--- src/rtl/biq_pkg.sv ---
package biq_pkg;

    // Fixed field and datapath widths
    localparam int SMP_W      = 16;
    localparam int COEF_W     = 24;
    localparam int ST_W       = 48;
    localparam int PROD_W     = COEF_W + SMP_W;
    localparam int ACC_W      = ST_W + 2;
    localparam int NUM_COEFFS = 5;
    localparam int ACT_W      = 4;
    localparam int APB_ADDR_W = 3;
    localparam int APB_DATA_W = 32;
    localparam int STEP_W     = 4;

    // Request commands
    localparam logic [1:0] CMD_FILTER = 2'd0;
    localparam logic [1:0] CMD_WRITE  = 2'd1;
    localparam logic [1:0] CMD_CLEAR  = 2'd2;

    // Coefficient slots within a section
    localparam logic [2:0] COEF_B0 = 3'd0;
    localparam logic [2:0] COEF_B1 = 3'd1;
    localparam logic [2:0] COEF_B2 = 3'd2;
    localparam logic [2:0] COEF_A1 = 3'd3;
    localparam logic [2:0] COEF_A2 = 3'd4;

    // Delay state slots within a section
    localparam logic ST_Z0 = 1'b0;
    localparam logic ST_Z1 = 1'b1;

    // Program addresses
    localparam logic [STEP_W-1:0] STEP_FETCH    = 4'd0;
    localparam logic [STEP_W-1:0] STEP_LOAD_Z0  = 4'd1;
    localparam logic [STEP_W-1:0] STEP_ACC_B0X  = 4'd2;
    localparam logic [STEP_W-1:0] STEP_ROUND    = 4'd3;
    localparam logic [STEP_W-1:0] STEP_MUL_A1   = 4'd4;
    localparam logic [STEP_W-1:0] STEP_WR_Z0    = 4'd5;
    localparam logic [STEP_W-1:0] STEP_LOAD_B2X = 4'd6;
    localparam logic [STEP_W-1:0] STEP_WR_Z1    = 4'd7;
    localparam logic [STEP_W-1:0] STEP_EMIT     = 4'd8;

    typedef struct packed {
        logic [1:0]               command;
        logic signed [SMP_W-1:0]  sample;
        logic [2:0]               section;
        logic [2:0]               coeff_index;
        logic signed [COEF_W-1:0] coeff_value;
    } req_t;

    typedef struct packed {
        logic signed [SMP_W-1:0] filtered_sample;
        logic                    overflow;
    } res_t;

    typedef enum logic {
        MUL_X,
        MUL_Y
    } mul_sel_t;

    typedef enum logic [1:0] {
        BASE_ZERO,
        BASE_ACC,
        BASE_STATE
    } acc_base_t;

    typedef enum logic [1:0] {
        OP_NONE,
        OP_ADD,
        OP_SUB
    } acc_op_t;

    typedef enum logic {
        SEQ_IDLE,
        SEQ_RUN
    } seq_mode_t;

    // One control word of the program
    typedef struct packed {
        logic       coef_rd;
        logic [2:0] coef_idx;
        logic       st_rd;
        logic       st_wr;
        logic       st_k;
        mul_sel_t   mul_sel;
        acc_base_t  base;
        acc_op_t    op;
        logic       acc_en;
        logic       y_en;
        logic       loop_end;
        logic       emit;
    } ucode_t;

    // Sequencer to datapath control
    typedef struct packed {
        logic   start;
        logic   advance;
        ucode_t uc;
    } ctrl_t;

    localparam ucode_t UC_NOP = '{
        coef_rd:  1'b0,
        coef_idx: COEF_B0,
        st_rd:    1'b0,
        st_wr:    1'b0,
        st_k:     ST_Z0,
        mul_sel:  MUL_X,
        base:     BASE_ACC,
        op:       OP_NONE,
        acc_en:   1'b0,
        y_en:     1'b0,
        loop_end: 1'b0,
        emit:     1'b0
    };

    // Program ROM: one section per pass of steps FETCH..WR_Z1, then EMIT
    function automatic ucode_t biq_ucode(input logic [STEP_W-1:0] step);
        ucode_t uc;
        uc = UC_NOP;
        case (step)
            STEP_FETCH:
            begin
                uc.coef_rd  = 1'b1;
                uc.coef_idx = COEF_B0;
                uc.st_rd    = 1'b1;
                uc.st_k     = ST_Z0;
            end
            STEP_LOAD_Z0:
            begin
                uc.coef_rd  = 1'b1;
                uc.coef_idx = COEF_B1;
                uc.st_rd    = 1'b1;
                uc.st_k     = ST_Z1;
                uc.mul_sel  = MUL_X;
                uc.base     = BASE_STATE;
                uc.op       = OP_NONE;
                uc.acc_en   = 1'b1;
            end
            STEP_ACC_B0X:
            begin
                uc.mul_sel = MUL_X;
                uc.base    = BASE_ACC;
                uc.op      = OP_ADD;
                uc.acc_en  = 1'b1;
            end
            STEP_ROUND:
            begin
                uc.coef_rd  = 1'b1;
                uc.coef_idx = COEF_A1;
                uc.y_en     = 1'b1;
                uc.base     = BASE_STATE;
                uc.op       = OP_ADD;
                uc.acc_en   = 1'b1;
            end
            STEP_MUL_A1:
            begin
                uc.coef_rd  = 1'b1;
                uc.coef_idx = COEF_B2;
                uc.mul_sel  = MUL_Y;
            end
            STEP_WR_Z0:
            begin
                uc.coef_rd  = 1'b1;
                uc.coef_idx = COEF_A2;
                uc.mul_sel  = MUL_X;
                uc.base     = BASE_ACC;
                uc.op       = OP_SUB;
                uc.st_wr    = 1'b1;
                uc.st_k     = ST_Z0;
            end
            STEP_LOAD_B2X:
            begin
                uc.mul_sel = MUL_Y;
                uc.base    = BASE_ZERO;
                uc.op      = OP_ADD;
                uc.acc_en  = 1'b1;
            end
            STEP_WR_Z1:
            begin
                uc.base     = BASE_ACC;
                uc.op       = OP_SUB;
                uc.st_wr    = 1'b1;
                uc.st_k     = ST_Z1;
                uc.loop_end = 1'b1;
            end
            STEP_EMIT:
            begin
                uc.emit = 1'b1;
            end
            default:
            begin
                uc = UC_NOP;
            end
        endcase
        return uc;
    endfunction

endpackage

--- src/rtl/biq_ram.sv ---
module biq_ram #(
    parameter int WIDTH = 24,
    parameter int DEPTH = 40
) (
    input  logic                     clk,
    input  logic                     we,
    input  logic [$clog2(DEPTH)-1:0] waddr,
    input  logic [WIDTH-1:0]         wdata,
    input  logic                     re,
    input  logic [$clog2(DEPTH)-1:0] raddr,
    output logic [WIDTH-1:0]         rdata
);

    logic [WIDTH-1:0] mem_reg [DEPTH];
    logic [WIDTH-1:0] rdata_reg;

    // Write port
    always_ff @(posedge clk)
    begin
        if (we)
        begin
            mem_reg[waddr] <= wdata;
        end
    end

    // Registered read port, holds between reads
    always_ff @(posedge clk)
    begin
        if (re)
        begin
            rdata_reg <= mem_reg[raddr];
        end
    end

    assign rdata = rdata_reg;

endmodule

--- src/rtl/biq_sequencer.sv ---
module biq_sequencer #(
    parameter int MAX_SECTIONS = 8
) (
    input  logic                            clk,
    input  logic                            rst_n,
    input  logic                            start,
    input  logic [biq_pkg::ACT_W-1:0]       active_sections,
    input  logic                            out_free,
    output biq_pkg::ctrl_t                  ctrl,
    output logic [((MAX_SECTIONS > 1) ? $clog2(MAX_SECTIONS) : 1)-1:0] sec,
    output logic                            busy,
    output logic                            emit
);

    localparam int SEC_W = (MAX_SECTIONS > 1) ? $clog2(MAX_SECTIONS) : 1;
    localparam int CNT_W = $clog2(MAX_SECTIONS + 1);
    localparam int CW    = (CNT_W > biq_pkg::ACT_W) ? CNT_W : biq_pkg::ACT_W;

    biq_pkg::seq_mode_t                mode_reg, mode_next;
    logic [biq_pkg::STEP_W-1:0]        step_reg, step_next;
    logic [SEC_W-1:0]                  sec_reg, sec_next;
    logic [CW-1:0]                     cnt_reg, cnt_next;
    logic [CW-1:0]                     act_w;
    logic [CW-1:0]                     n_eff;
    logic                              last_sec;
    biq_pkg::ucode_t                   uc;
    logic                              run;

    // Clamp the section count to what is built
    assign act_w = CW'(active_sections);
    assign n_eff = (act_w > CW'(MAX_SECTIONS)) ? CW'(MAX_SECTIONS) : act_w;

    assign uc       = biq_pkg::biq_ucode(step_reg);
    assign run      = (mode_reg == biq_pkg::SEQ_RUN);
    assign last_sec = ((CW'(sec_reg) + CW'(1)) == cnt_reg);

    // Next step, section and mode
    always_comb
    begin
        mode_next = mode_reg;
        step_next = step_reg;
        sec_next  = sec_reg;
        cnt_next  = cnt_reg;
        unique case (mode_reg)
            biq_pkg::SEQ_IDLE:
            begin
                if (start)
                begin
                    mode_next = biq_pkg::SEQ_RUN;
                    sec_next  = '0;
                    cnt_next  = n_eff;
                    step_next = (n_eff == '0) ? biq_pkg::STEP_EMIT : biq_pkg::STEP_FETCH;
                end
            end
            biq_pkg::SEQ_RUN:
            begin
                if (uc.loop_end)
                begin
                    if (last_sec)
                    begin
                        step_next = biq_pkg::STEP_EMIT;
                    end
                    else
                    begin
                        sec_next  = sec_reg + SEC_W'(1);
                        step_next = biq_pkg::STEP_FETCH;
                    end
                end
                else if (uc.emit)
                begin
                    if (out_free)
                    begin
                        mode_next = biq_pkg::SEQ_IDLE;
                    end
                end
                else
                begin
                    step_next = step_reg + biq_pkg::STEP_W'(1);
                end
            end
            default:
            begin
                mode_next = biq_pkg::SEQ_IDLE;
            end
        endcase
    end

    always_ff @(posedge clk or negedge rst_n)
    begin
        if (!rst_n)
        begin
            mode_reg <= biq_pkg::SEQ_IDLE;
            step_reg <= biq_pkg::STEP_FETCH;
            sec_reg  <= '0;
            cnt_reg  <= '0;
        end
        else
        begin
            mode_reg <= mode_next;
            step_reg <= step_next;
            sec_reg  <= sec_next;
            cnt_reg  <= cnt_next;
        end
    end

    // Drive the datapath from the current control word
    always_comb
    begin
        ctrl.start   = start;
        ctrl.advance = run && uc.loop_end;
        ctrl.uc      = run ? uc : biq_pkg::UC_NOP;
        emit         = run && uc.emit && out_free;
        busy         = run;
    end

    assign sec = sec_reg;

    a_step_range: assert property (@(posedge clk) disable iff (!rst_n)
        run |-> (step_reg <= biq_pkg::STEP_EMIT))
        else $error("step counter beyond end of program");

    a_sec_range: assert property (@(posedge clk) disable iff (!rst_n)
        (run && (step_reg != biq_pkg::STEP_EMIT)) |-> ((CW'(sec_reg) + CW'(1)) <= cnt_reg))
        else $error("section index beyond active count");

endmodule

--- src/rtl/biq_datapath.sv ---
module biq_datapath #(
    parameter int MAX_SECTIONS    = 8,
    parameter int COEFF_FRAC_BITS = 20
) (
    input  logic                                clk,
    input  logic                                rst_n,
    input  biq_pkg::ctrl_t                      ctrl,
    input  logic [((MAX_SECTIONS > 1) ? $clog2(MAX_SECTIONS) : 1)-1:0] sec,
    input  logic signed [biq_pkg::SMP_W-1:0]    sample,
    input  logic                                wr_en,
    input  logic [2:0]                          section,
    input  logic [2:0]                          coeff_index,
    input  logic signed [biq_pkg::COEF_W-1:0]   coeff_value,
    input  logic                                clr_en,
    output logic signed [biq_pkg::SMP_W-1:0]    filtered_sample,
    output logic                                overflow
);

    localparam int SMP_W  = biq_pkg::SMP_W;
    localparam int COEF_W = biq_pkg::COEF_W;
    localparam int ST_W   = biq_pkg::ST_W;
    localparam int PROD_W = biq_pkg::PROD_W;
    localparam int ACC_W  = biq_pkg::ACC_W;
    localparam int CDEPTH = MAX_SECTIONS * biq_pkg::NUM_COEFFS;
    localparam int CA_W   = $clog2(CDEPTH);
    localparam int SDEPTH = 2 * MAX_SECTIONS;
    localparam int SA_W   = $clog2(SDEPTH);

    localparam logic [COEF_W-1:0] UNIT_COEFF = (COEFF_FRAC_BITS >= COEF_W - 1) ?
        {1'b0, {(COEF_W-1){1'b1}}} : COEF_W'(64'(1) << COEFF_FRAC_BITS);
    localparam logic signed [ACC_W-1:0] HALF = ACC_W'(64'(1) << (COEFF_FRAC_BITS - 1));
    localparam logic signed [ACC_W-1:0] ST_MAX  = {{(ACC_W-ST_W+1){1'b0}}, {(ST_W-1){1'b1}}};
    localparam logic signed [ACC_W-1:0] ST_MIN  = {{(ACC_W-ST_W+1){1'b1}}, {(ST_W-1){1'b0}}};
    localparam logic signed [ACC_W-1:0] SMP_MAX = {{(ACC_W-SMP_W+1){1'b0}}, {(SMP_W-1){1'b1}}};
    localparam logic signed [ACC_W-1:0] SMP_MIN = {{(ACC_W-SMP_W+1){1'b1}}, {(SMP_W-1){1'b0}}};

    // Coefficient store
    logic [CDEPTH-1:0]          cvalid_reg, cvalid_next;
    logic                       cvld_q_reg;
    logic                       cb0_q_reg;
    logic                       coef_we;
    logic [7:0]                 coef_wfull;
    logic [CA_W-1:0]            coef_waddr;
    logic [CA_W-1:0]            coef_raddr;
    logic [COEF_W-1:0]          coef_ram_q;
    logic signed [COEF_W-1:0]   coef_q;

    // Delay state store
    logic [SDEPTH-1:0]          svalid_reg, svalid_next;
    logic                       svld_q_reg;
    logic [SA_W-1:0]            st_addr;
    logic [ST_W-1:0]            st_ram_q;
    logic signed [ST_W-1:0]     st_q;
    logic [ST_W-1:0]            st_wdata;
    logic                       st_ovf;

    // Arithmetic
    logic signed [SMP_W-1:0]    x_reg;
    logic signed [SMP_W-1:0]    y_reg;
    logic signed [SMP_W-1:0]    opnd;
    logic signed [PROD_W-1:0]   prod_reg, prod_next;
    logic signed [ACC_W-1:0]    acc_reg;
    logic signed [ACC_W-1:0]    acc_base;
    logic signed [ACC_W-1:0]    prod_ext;
    logic signed [ACC_W-1:0]    acc_sum;
    logic signed [ACC_W-1:0]    rnd;
    logic signed [ACC_W-1:0]    shf;
    logic signed [SMP_W-1:0]    y_sat;
    logic                       y_ovf;
    logic                       ovf_reg, ovf_next;

    // Coefficient write decode; out-of-range addresses are dropped
    assign coef_wfull = 8'(section) * 8'(biq_pkg::NUM_COEFFS) + 8'(coeff_index);
    assign coef_waddr = CA_W'(coef_wfull);
    assign coef_we    = wr_en && (6'(section) < 6'(MAX_SECTIONS))
                        && (coeff_index < 3'(biq_pkg::NUM_COEFFS));
    assign coef_raddr = CA_W'(sec) * CA_W'(biq_pkg::NUM_COEFFS) + CA_W'(ctrl.uc.coef_idx);

    biq_ram #(
        .WIDTH (COEF_W),
        .DEPTH (CDEPTH)
    ) u_coef_ram (
        .clk   (clk),
        .we    (coef_we),
        .waddr (coef_waddr),
        .wdata (coeff_value),
        .re    (ctrl.uc.coef_rd),
        .raddr (coef_raddr),
        .rdata (coef_ram_q)
    );

    // Mark written coefficients; unwritten ones read as pass-through
    always_comb
    begin
        cvalid_next = cvalid_reg;
        if (coef_we)
        begin
            cvalid_next[coef_waddr] = 1'b1;
        end
    end

    always_ff @(posedge clk or negedge rst_n)
    begin
        if (!rst_n)
        begin
            cvalid_reg <= '0;
            cvld_q_reg <= 1'b0;
            cb0_q_reg  <= 1'b0;
        end
        else
        begin
            cvalid_reg <= cvalid_next;
            if (ctrl.uc.coef_rd)
            begin
                cvld_q_reg <= cvalid_reg[coef_raddr];
                cb0_q_reg  <= (ctrl.uc.coef_idx == biq_pkg::COEF_B0);
            end
        end
    end

    assign coef_q = cvld_q_reg ? coef_ram_q : (cb0_q_reg ? UNIT_COEFF : '0);

    // Delay state store
    assign st_addr = SA_W'({sec, ctrl.uc.st_k});

    biq_ram #(
        .WIDTH (ST_W),
        .DEPTH (SDEPTH)
    ) u_state_ram (
        .clk   (clk),
        .we    (ctrl.uc.st_wr),
        .waddr (st_addr),
        .wdata (st_wdata),
        .re    (ctrl.uc.st_rd),
        .raddr (st_addr),
        .rdata (st_ram_q)
    );

    // Clear drops every state at once; a write marks its entry
    always_comb
    begin
        svalid_next = svalid_reg;
        if (clr_en)
        begin
            svalid_next = '0;
        end
        else if (ctrl.uc.st_wr)
        begin
            svalid_next[st_addr] = 1'b1;
        end
    end

    always_ff @(posedge clk or negedge rst_n)
    begin
        if (!rst_n)
        begin
            svalid_reg <= '0;
            svld_q_reg <= 1'b0;
        end
        else
        begin
            svalid_reg <= svalid_next;
            if (ctrl.uc.st_rd)
            begin
                svld_q_reg <= svalid_reg[st_addr];
            end
        end
    end

    assign st_q = svld_q_reg ? st_ram_q : '0;

    // Multiplier
    assign opnd      = (ctrl.uc.mul_sel == biq_pkg::MUL_Y) ? y_reg : x_reg;
    assign prod_next = PROD_W'(coef_q) * PROD_W'(opnd);
    assign prod_ext  = {{(ACC_W-PROD_W){prod_reg[PROD_W-1]}}, prod_reg};

    // Accumulator input: base plus or minus the product
    always_comb
    begin
        unique case (ctrl.uc.base)
            biq_pkg::BASE_ZERO:  acc_base = '0;
            biq_pkg::BASE_STATE: acc_base = {{(ACC_W-ST_W){st_q[ST_W-1]}}, st_q};
            default:             acc_base = acc_reg;
        endcase
        unique case (ctrl.uc.op)
            biq_pkg::OP_ADD: acc_sum = acc_base + prod_ext;
            biq_pkg::OP_SUB: acc_sum = acc_base - prod_ext;
            default:         acc_sum = acc_base;
        endcase
    end

    // Saturate a new delay state to 48 bits
    always_comb
    begin
        st_ovf = 1'b1;
        if (acc_sum > ST_MAX)
        begin
            st_wdata = {1'b0, {(ST_W-1){1'b1}}};
        end
        else if (acc_sum < ST_MIN)
        begin
            st_wdata = {1'b1, {(ST_W-1){1'b0}}};
        end
        else
        begin
            st_ovf   = 1'b0;
            st_wdata = acc_sum[ST_W-1:0];
        end
    end

    // Round half up, then saturate the section output
    assign rnd = acc_reg + HALF;
    assign shf = rnd >>> COEFF_FRAC_BITS;

    always_comb
    begin
        y_ovf = 1'b1;
        if (shf > SMP_MAX)
        begin
            y_sat = {1'b0, {(SMP_W-1){1'b1}}};
        end
        else if (shf < SMP_MIN)
        begin
            y_sat = {1'b1, {(SMP_W-1){1'b0}}};
        end
        else
        begin
            y_ovf = 1'b0;
            y_sat = shf[SMP_W-1:0];
        end
    end

    // Working registers
    always_ff @(posedge clk)
    begin
        prod_reg <= prod_next;
        if (ctrl.uc.acc_en)
        begin
            acc_reg <= acc_sum;
        end
        if (ctrl.uc.y_en)
        begin
            y_reg <= y_sat;
        end
        if (ctrl.start)
        begin
            x_reg <= sample;
        end
        else if (ctrl.advance)
        begin
            x_reg <= y_reg;
        end
    end

    // Collect saturation events over the whole request
    always_comb
    begin
        ovf_next = ovf_reg;
        if (ctrl.start)
        begin
            ovf_next = 1'b0;
        end
        else
        begin
            ovf_next = ovf_reg | (ctrl.uc.y_en & y_ovf) | (ctrl.uc.st_wr & st_ovf);
        end
    end

    always_ff @(posedge clk or negedge rst_n)
    begin
        if (!rst_n)
        begin
            ovf_reg <= 1'b0;
        end
        else
        begin
            ovf_reg <= ovf_next;
        end
    end

    assign filtered_sample = x_reg;
    assign overflow        = ovf_reg;

endmodule

--- src/rtl/biquad_cascade_iir_filter.sv ---
// Cascade of second-order IIR sections, transposed direct form II, fixed point.
//
// Request channel (req_valid, req_stall, req_data): a request is taken at a
// clock edge with req_valid high and req_stall low. Command FILTER runs the
// sample through the active sections and gives one result on the result
// channel (res_valid, res_stall, res_data). WRITE stores one coefficient and
// CLEAR zeroes every delay state; neither makes the block busy and neither gives a result.
// The APB port holds active_sections at byte address 0; values above the
// number of built sections use all of them, zero passes samples through.
//
// Timing: a FILTER request with n active sections passes through them in turn;
// the next request is taken the cycle after the result is loaded into the
// output register. Each section is eight steps of the control program around
// one shared multiplier and accumulator.
//
// Reset empties the output register, sets active_sections to 0, loads b0 = 1.0
// and all other coefficients to 0, and zeroes all delay states. While the
// output register is full and stalled the block holds its next result in the
// final program step.
module biquad_cascade_iir_filter #(
    parameter int MAX_SECTIONS    = 8,
    parameter int COEFF_FRAC_BITS = 20
) (
    input  logic                                clk,
    input  logic                                rst_n,
    input  logic                                req_valid,
    output logic                                req_stall,
    input  biq_pkg::req_t                       req_data,
    output logic                                res_valid,
    input  logic                                res_stall,
    output biq_pkg::res_t                       res_data,
    input  logic                                psel,
    input  logic                                penable,
    input  logic                                pwrite,
    input  logic [biq_pkg::APB_ADDR_W-1:0]      paddr,
    input  logic [biq_pkg::APB_DATA_W-1:0]      pwdata,
    output logic [biq_pkg::APB_DATA_W-1:0]      prdata,
    output logic                                pready
);

    localparam int SEC_W = (MAX_SECTIONS > 1) ? $clog2(MAX_SECTIONS) : 1;

    logic [biq_pkg::ACT_W-1:0]      active_reg;
    logic                           req_accept;
    logic                           start;
    logic                           wr_en;
    logic                           clr_en;
    logic                           busy;
    logic                           emit;
    logic                           out_free;
    biq_pkg::ctrl_t                 ctrl;
    logic [SEC_W-1:0]               sec;
    logic signed [biq_pkg::SMP_W-1:0] dp_sample;
    logic                           dp_ovf;
    logic                           res_valid_reg, res_valid_next;
    biq_pkg::res_t                  res_data_reg;

    // Configuration register
    assign pready = 1'b1;

    always_ff @(posedge clk or negedge rst_n)
    begin
        if (!rst_n)
        begin
            active_reg <= '0;
        end
        else if (psel && penable && pwrite && !paddr[2])
        begin
            active_reg <= pwdata[biq_pkg::ACT_W-1:0];
        end
    end

    assign prdata = paddr[2] ? '0 : biq_pkg::APB_DATA_W'(active_reg);

    // Request decode
    assign req_stall  = busy;
    assign req_accept = req_valid && !busy;
    assign start      = req_accept && (req_data.command == biq_pkg::CMD_FILTER);
    assign wr_en      = req_accept && (req_data.command == biq_pkg::CMD_WRITE);
    assign clr_en     = req_accept && (req_data.command == biq_pkg::CMD_CLEAR);

    assign out_free = !res_valid_reg || !res_stall;

    biq_sequencer #(
        .MAX_SECTIONS (MAX_SECTIONS)
    ) u_seq (
        .clk             (clk),
        .rst_n           (rst_n),
        .start           (start),
        .active_sections (active_reg),
        .out_free        (out_free),
        .ctrl            (ctrl),
        .sec             (sec),
        .busy            (busy),
        .emit            (emit)
    );

    biq_datapath #(
        .MAX_SECTIONS    (MAX_SECTIONS),
        .COEFF_FRAC_BITS (COEFF_FRAC_BITS)
    ) u_dp (
        .clk             (clk),
        .rst_n           (rst_n),
        .ctrl            (ctrl),
        .sec             (sec),
        .sample          (req_data.sample),
        .wr_en           (wr_en),
        .section         (req_data.section),
        .coeff_index     (req_data.coeff_index),
        .coeff_value     (req_data.coeff_value),
        .clr_en          (clr_en),
        .filtered_sample (dp_sample),
        .overflow        (dp_ovf)
    );

    // Output register: load on emit, drop once taken
    always_comb
    begin
        res_valid_next = res_valid_reg;
        if (emit)
        begin
            res_valid_next = 1'b1;
        end
        else if (!res_stall)
        begin
            res_valid_next = 1'b0;
        end
    end

    always_ff @(posedge clk or negedge rst_n)
    begin
        if (!rst_n)
        begin
            res_valid_reg <= 1'b0;
        end
        else
        begin
            res_valid_reg <= res_valid_next;
        end
    end

    always_ff @(posedge clk)
    begin
        if (emit)
        begin
            res_data_reg.filtered_sample <= dp_sample;
            res_data_reg.overflow        <= dp_ovf;
        end
    end

    assign res_valid = res_valid_reg;
    assign res_data  = res_data_reg;

    a_no_overwrite: assert property (@(posedge clk) disable iff (!rst_n)
        emit |-> !(res_valid_reg && res_stall))
        else $error("result loaded over a stalled result");

    a_filter_busy: assert property (@(posedge clk) disable iff (!rst_n)
        (req_valid && !req_stall && (req_data.command == biq_pkg::CMD_FILTER)) |=> busy)
        else $error("filter request did not start the sequencer");

endmodule
--- config.mk ---
export PLATFORM = sky130hd
export DESIGN_NAME = biquad_cascade_iir_filter
export DESIGN_NICKNAME = d
export VERILOG_FILES = /design/src/rtl/biq_pkg.sv /design/src/rtl/biq_ram.sv /design/src/rtl/biq_sequencer.sv /design/src/rtl/biq_datapath.sv /design/src/rtl/biquad_cascade_iir_filter.sv
export SDC_FILE = /design/constraint.sdc
export NUM_CORES = 2
export LEC_CHECK = 0
export BUFFER_PORTS_ARGS = -buffer_cell sky130_fd_sc_hd__buf_2
export CELL_PAD_IN_SITES_DETAIL_PLACEMENT = 1
export CELL_PAD_IN_SITES_GLOBAL_PLACEMENT = 2
export CORE_MARGIN = 10
export CORE_UTILIZATION = 40
export DETAILED_ROUTE_END_ITERATION = 10
export PLACE_DENSITY_LB_ADDON = 0.1
export SYNTH_ARGS = -nofsm -noshare
export SYNTH_HDL_FRONTEND = slang
export SYNTH_HIERARCHICAL = 1
export SYNTH_SLANG_ARGS = --single-unit
--- constraint.sdc ---
create_clock -name clk -period 13.4 [get_ports clk]
set_clock_uncertainty 0.05 [all_clocks]
set_input_delay 0.67 -clock clk [delete_from_list [all_inputs] [get_ports clk]]
set_output_delay 0.67 -clock clk [all_outputs]
set_load 0.02 [all_outputs]
==> flow_metrics.py <==
metrics = {
    "run_status": {
        "status": "finished, final reports clean",
    },
    "clock_network": {
        "cts.clk_slew.worst_paths_ns": 0.06,
        "cts_tree": "built",
        "clock_latency_ns": 0.90,
        "htreeDepth": 4,
        "cts_buffers": 211,
        "clk_path_buf_depth": 3,
        "root_buffer": "clkbuf_16",
        "postCtsSetupBuffers": 0,
        "cts_sinks": 2016,
        "cts_resized": 0,
    },
    "yosys": {
        "synth_xor_area_share_pct": 1.32,
        "synth_top_area_share_pct": 58.7,
        "yosysWarnings": 6,
        "synth_compound_area_share_pct": 7.19,
        "ys_seq_elements": 2016,
        "synthCells": 6394,
        "synthAdderAreaFrac_pct": 10.0,
        "synthTopCellsByArea": "edfxtp_1 59%, fa_1 7.8%, mux4_2 6.0%, mux2i_1 4.1%, ha_1 2.2%",
        "ys_top_cells_by_count": "1899 x edfxtp_1, 486 x inv_1, 474 x nand2_1, 402 x mux2i_1, 377 x fa_1",
        "synthFlopType": "edfxtp_1",
        "ys_types": 91,
        "synthArstFlopShare_pct": 3.82,
        "syn_area_sq_um": 97100,
        "synth-seq-area-share_pct": 61.5,
        "yosysTopAreaCell": "edfxtp_1",
        "synth-edff-count": 1899,
        "postSynthAreaPerCell_sq_um": 15.2,
        "synth-simple-area-share_pct": 5.33,
        "synth_top_family_by_area": "multiplexers",
        "synth_most_common_cell": "edfxtp_1",
        "synth_mux_area_share_pct": 10.8,
    },
    "routing": {
        "drt_iter0_drc": 4211,
        "first_pass_iters": 5,
        "dr_total_vias": 55100,
        "drc": 0,
        "via_per_inst": 5.60,
        "wirelength_um": 280000,
        "antenna_left": 0,
        "wl_per_cell_um": 28.4,
    },
    "setup_path": {
        "critPathArrivalTime_ns": 10.17,
        "path_class": "reg2reg",
        "cp-start-kind": "flop",
        "cp-end-kind": "flop",
        "worstPathRequired_ns": 14.10,
        "crit_path_max_fanout": 24,
        "max_stage_delay_ns": 0.65,
        "startpoint": "u_seq/busy$_DFF_PN0_",
        "r2r_start": "u_seq/busy$_DFF_PN0_",
        "timing.critical_path.slowest_stage_cell": "o41ai_1",
        "reg2reg_slack_ns": 3.93,
        "ff2ff_path_depth": 28,
        "worst_path_most_repeated_cell": "fa_1",
        "crit-reg2reg-capture": "u_dp/prod_reg[39]$_DFF_P_",
    },
    "global_route": {
        "grt-ovfl-total": 0,
        "grt_antenna_before_repair": 26,
        "grt_pass1_wl_um": 411000,
        "grt_pass1_vias": 59100,
        "track_usage_pct": 21.0,
        "grt_max_degree": 107,
    },
    "die": {
        "start_util_pct": 40.3,
        "ios": 142,
        "die_width_um": 513,
        "die_y_um": 513,
        "dieArea_sq_um": 263000,
        "rows": 180,
        "core_area_sq_um": 241000,
    },
    "worst_hold_path": {
        "hp-class": "in2reg",
        "holdPathEnd": "u_dp/filtered_sample[9]$_DFFE_PP_",
        "hold_path_startpoint": "req_data[39]",
        "min_path_cells": 2,
    },
    "sta": {
        "min_period_ns": 9.47,
        "finalCritPeriodShare_pct": 70.7,
        "finalSetupViolCount": 0,
        "rsz0062_at_grt": "no",
        "fmax_mhz": 106,
        "fin_tns_setup_ns": 0,
        "finalMaxSlewViolations": 0,
        "hold_violations": 0,
        "worst_pin_slew_ns": 1.22,
        "relSlewSlack_pct": 18.8,
    },
    "job": {
        "max_cap_viol_count": 0,
    },
    "final_layout": {
        "syn_to_final_growth_pct": 11.1,
        "largest_register_ffs": 960,
        "layout.nets": 7121,
        "drive_gt1_share_pct": 14.6,
    },
    "placed_design": {
        "routabilityCongestion": 0.820,
        "post-dp-hpwl_um": 173000,
        "port_buffers": 82,
    },
}
==> timing repair <==
action | in CTS | in global routing
endpoints found under the setup margin | 0 | 0
hold buffers | 5 | 0
hold endpoints to repair | 48 | 0
==> placed cells by master, fill, tap and decap left out, drive strengths merged, types with 21 or more instances in the layout <==
cell	synthesis	final
inv	486	492
clkbuf	191	266
mux4	257	257
a211oi	21	21
o22ai	26	26
conb	2	29
o21ai	101	101
dfrtp	77	77
dfxtp	40	40
ha	174	174
nand4	33	33
a22oi	224	224
xnor2	109	109
o21a	22	22
nand2b	25	25
a21o	39	39
nand3	54	54
nor2	352	352
a22o	71	71
and2	43	43
a21oi	224	224
edfxtp	1899	1899
nor3	52	52
a221oi	54	54
clkinv	1	104
mux2i	402	402
buf	165	197
xor2	37	37
a31oi	32	32
o21bai	57	57
nor2b	28	28
mux2	64	64
fa	377	377
o41ai	26	26
nand2	475	475
==> kinds of logic (layout without fill, tap and decap cells) <==
| kind of cell | after synthesis | after routing |
|---|---|---|
| XOR/XNOR | 146 | 146 |
| multiplexers | 723 | 723 |
| adder cells (fa/ha/maj) | 551 | 551 |
| AO/OA/AOI/OAI | 959 | 959 |
| buffers and inverters | 843 | 1080 |
| flip-flops | 2016 | 2016 |
| AND/OR/NAND/NOR | 1154 | 1154 |
| other | 2 | 34 |
==> cell type report <==
| cell class | instances | area, sq um |
|---|---|---|
| sequential | 2016 | 59800 |
| timing repair buffer | 202 | 1390 |
| antenna | 5 | 12.5 |
| clock buffer | 266 | 5510 |
| clock inverter | 125 | 1110 |
| inverter | 487 | 1830 |
| multi-input combinational | 3562 | 34300 |
| fill | 23700 | 133000 |
| tap | 3185 | 3990 |
==> per-layer routing <==
metal	up-vias	track usage [%]	routed length, um
met5	-	0	61
met4	8	5.17	6860
met3	341	3.08	13300
met2	1227	34.1	132000
met1	29500	29.9	128000
li1	24000	-	-
==> through the flow <==
stage | cell area [sq um] | std cells | util, % | worst slack, ns | hold slack (ns)
3_3_place_gp | 101000 | 9447 | 42.0 | 4.08 | 0.381
4_1_cts | 108000 | 9843 | 44.8 | 3.97 | 0.0545
6_report | 108000 | 9848 | 44.8 | 3.93 | 0.123
3_5_place_dp | 101000 | 9447 | 42.0 | 4.05 | 0.385
2_1_floorplan | 97200 | 6421 | - | 5.30 | 0.324
5_1_grt | 108000 | 9844 | 44.8 | 3.32 | 0.0785
==> worst max-delay path by stage <==
stage | end | slack [ns] | depth (start not counted)
CTS | u_dp/prod_reg[39]$_DFF_P_ | 3.97 | 28
detailed placement | u_dp/prod_reg[39]$_DFF_P_ | 4.05 | 28
floorplan | u_dp/prod_reg[39]$_DFF_P_ | 5.30 | 27
global placement | u_dp/prod_reg[39]$_DFF_P_ | 4.08 | 28
finish | u_dp/prod_reg[39]$_DFF_P_ | 3.93 | 28
global route | u_dp/prod_reg[39]$_DFF_P_ | 3.32 | 28
==> worst max-delay path, delay by kind of cell (launching register included) <==
family / cells / cell delay, ns
compound gates: 9 / 2.24
xor+xnor: 1 / 0.13
fa+ha+maj: 7 / 3.69
buf+inv: 7 / 1.59
flops: 1 / 0.33
mux: 1 / 0.60
simple gates: 3 / 0.59
Power is not shown: default switching activity piles up to over one toggle a cycle in this logic, so the estimate is an artifact.
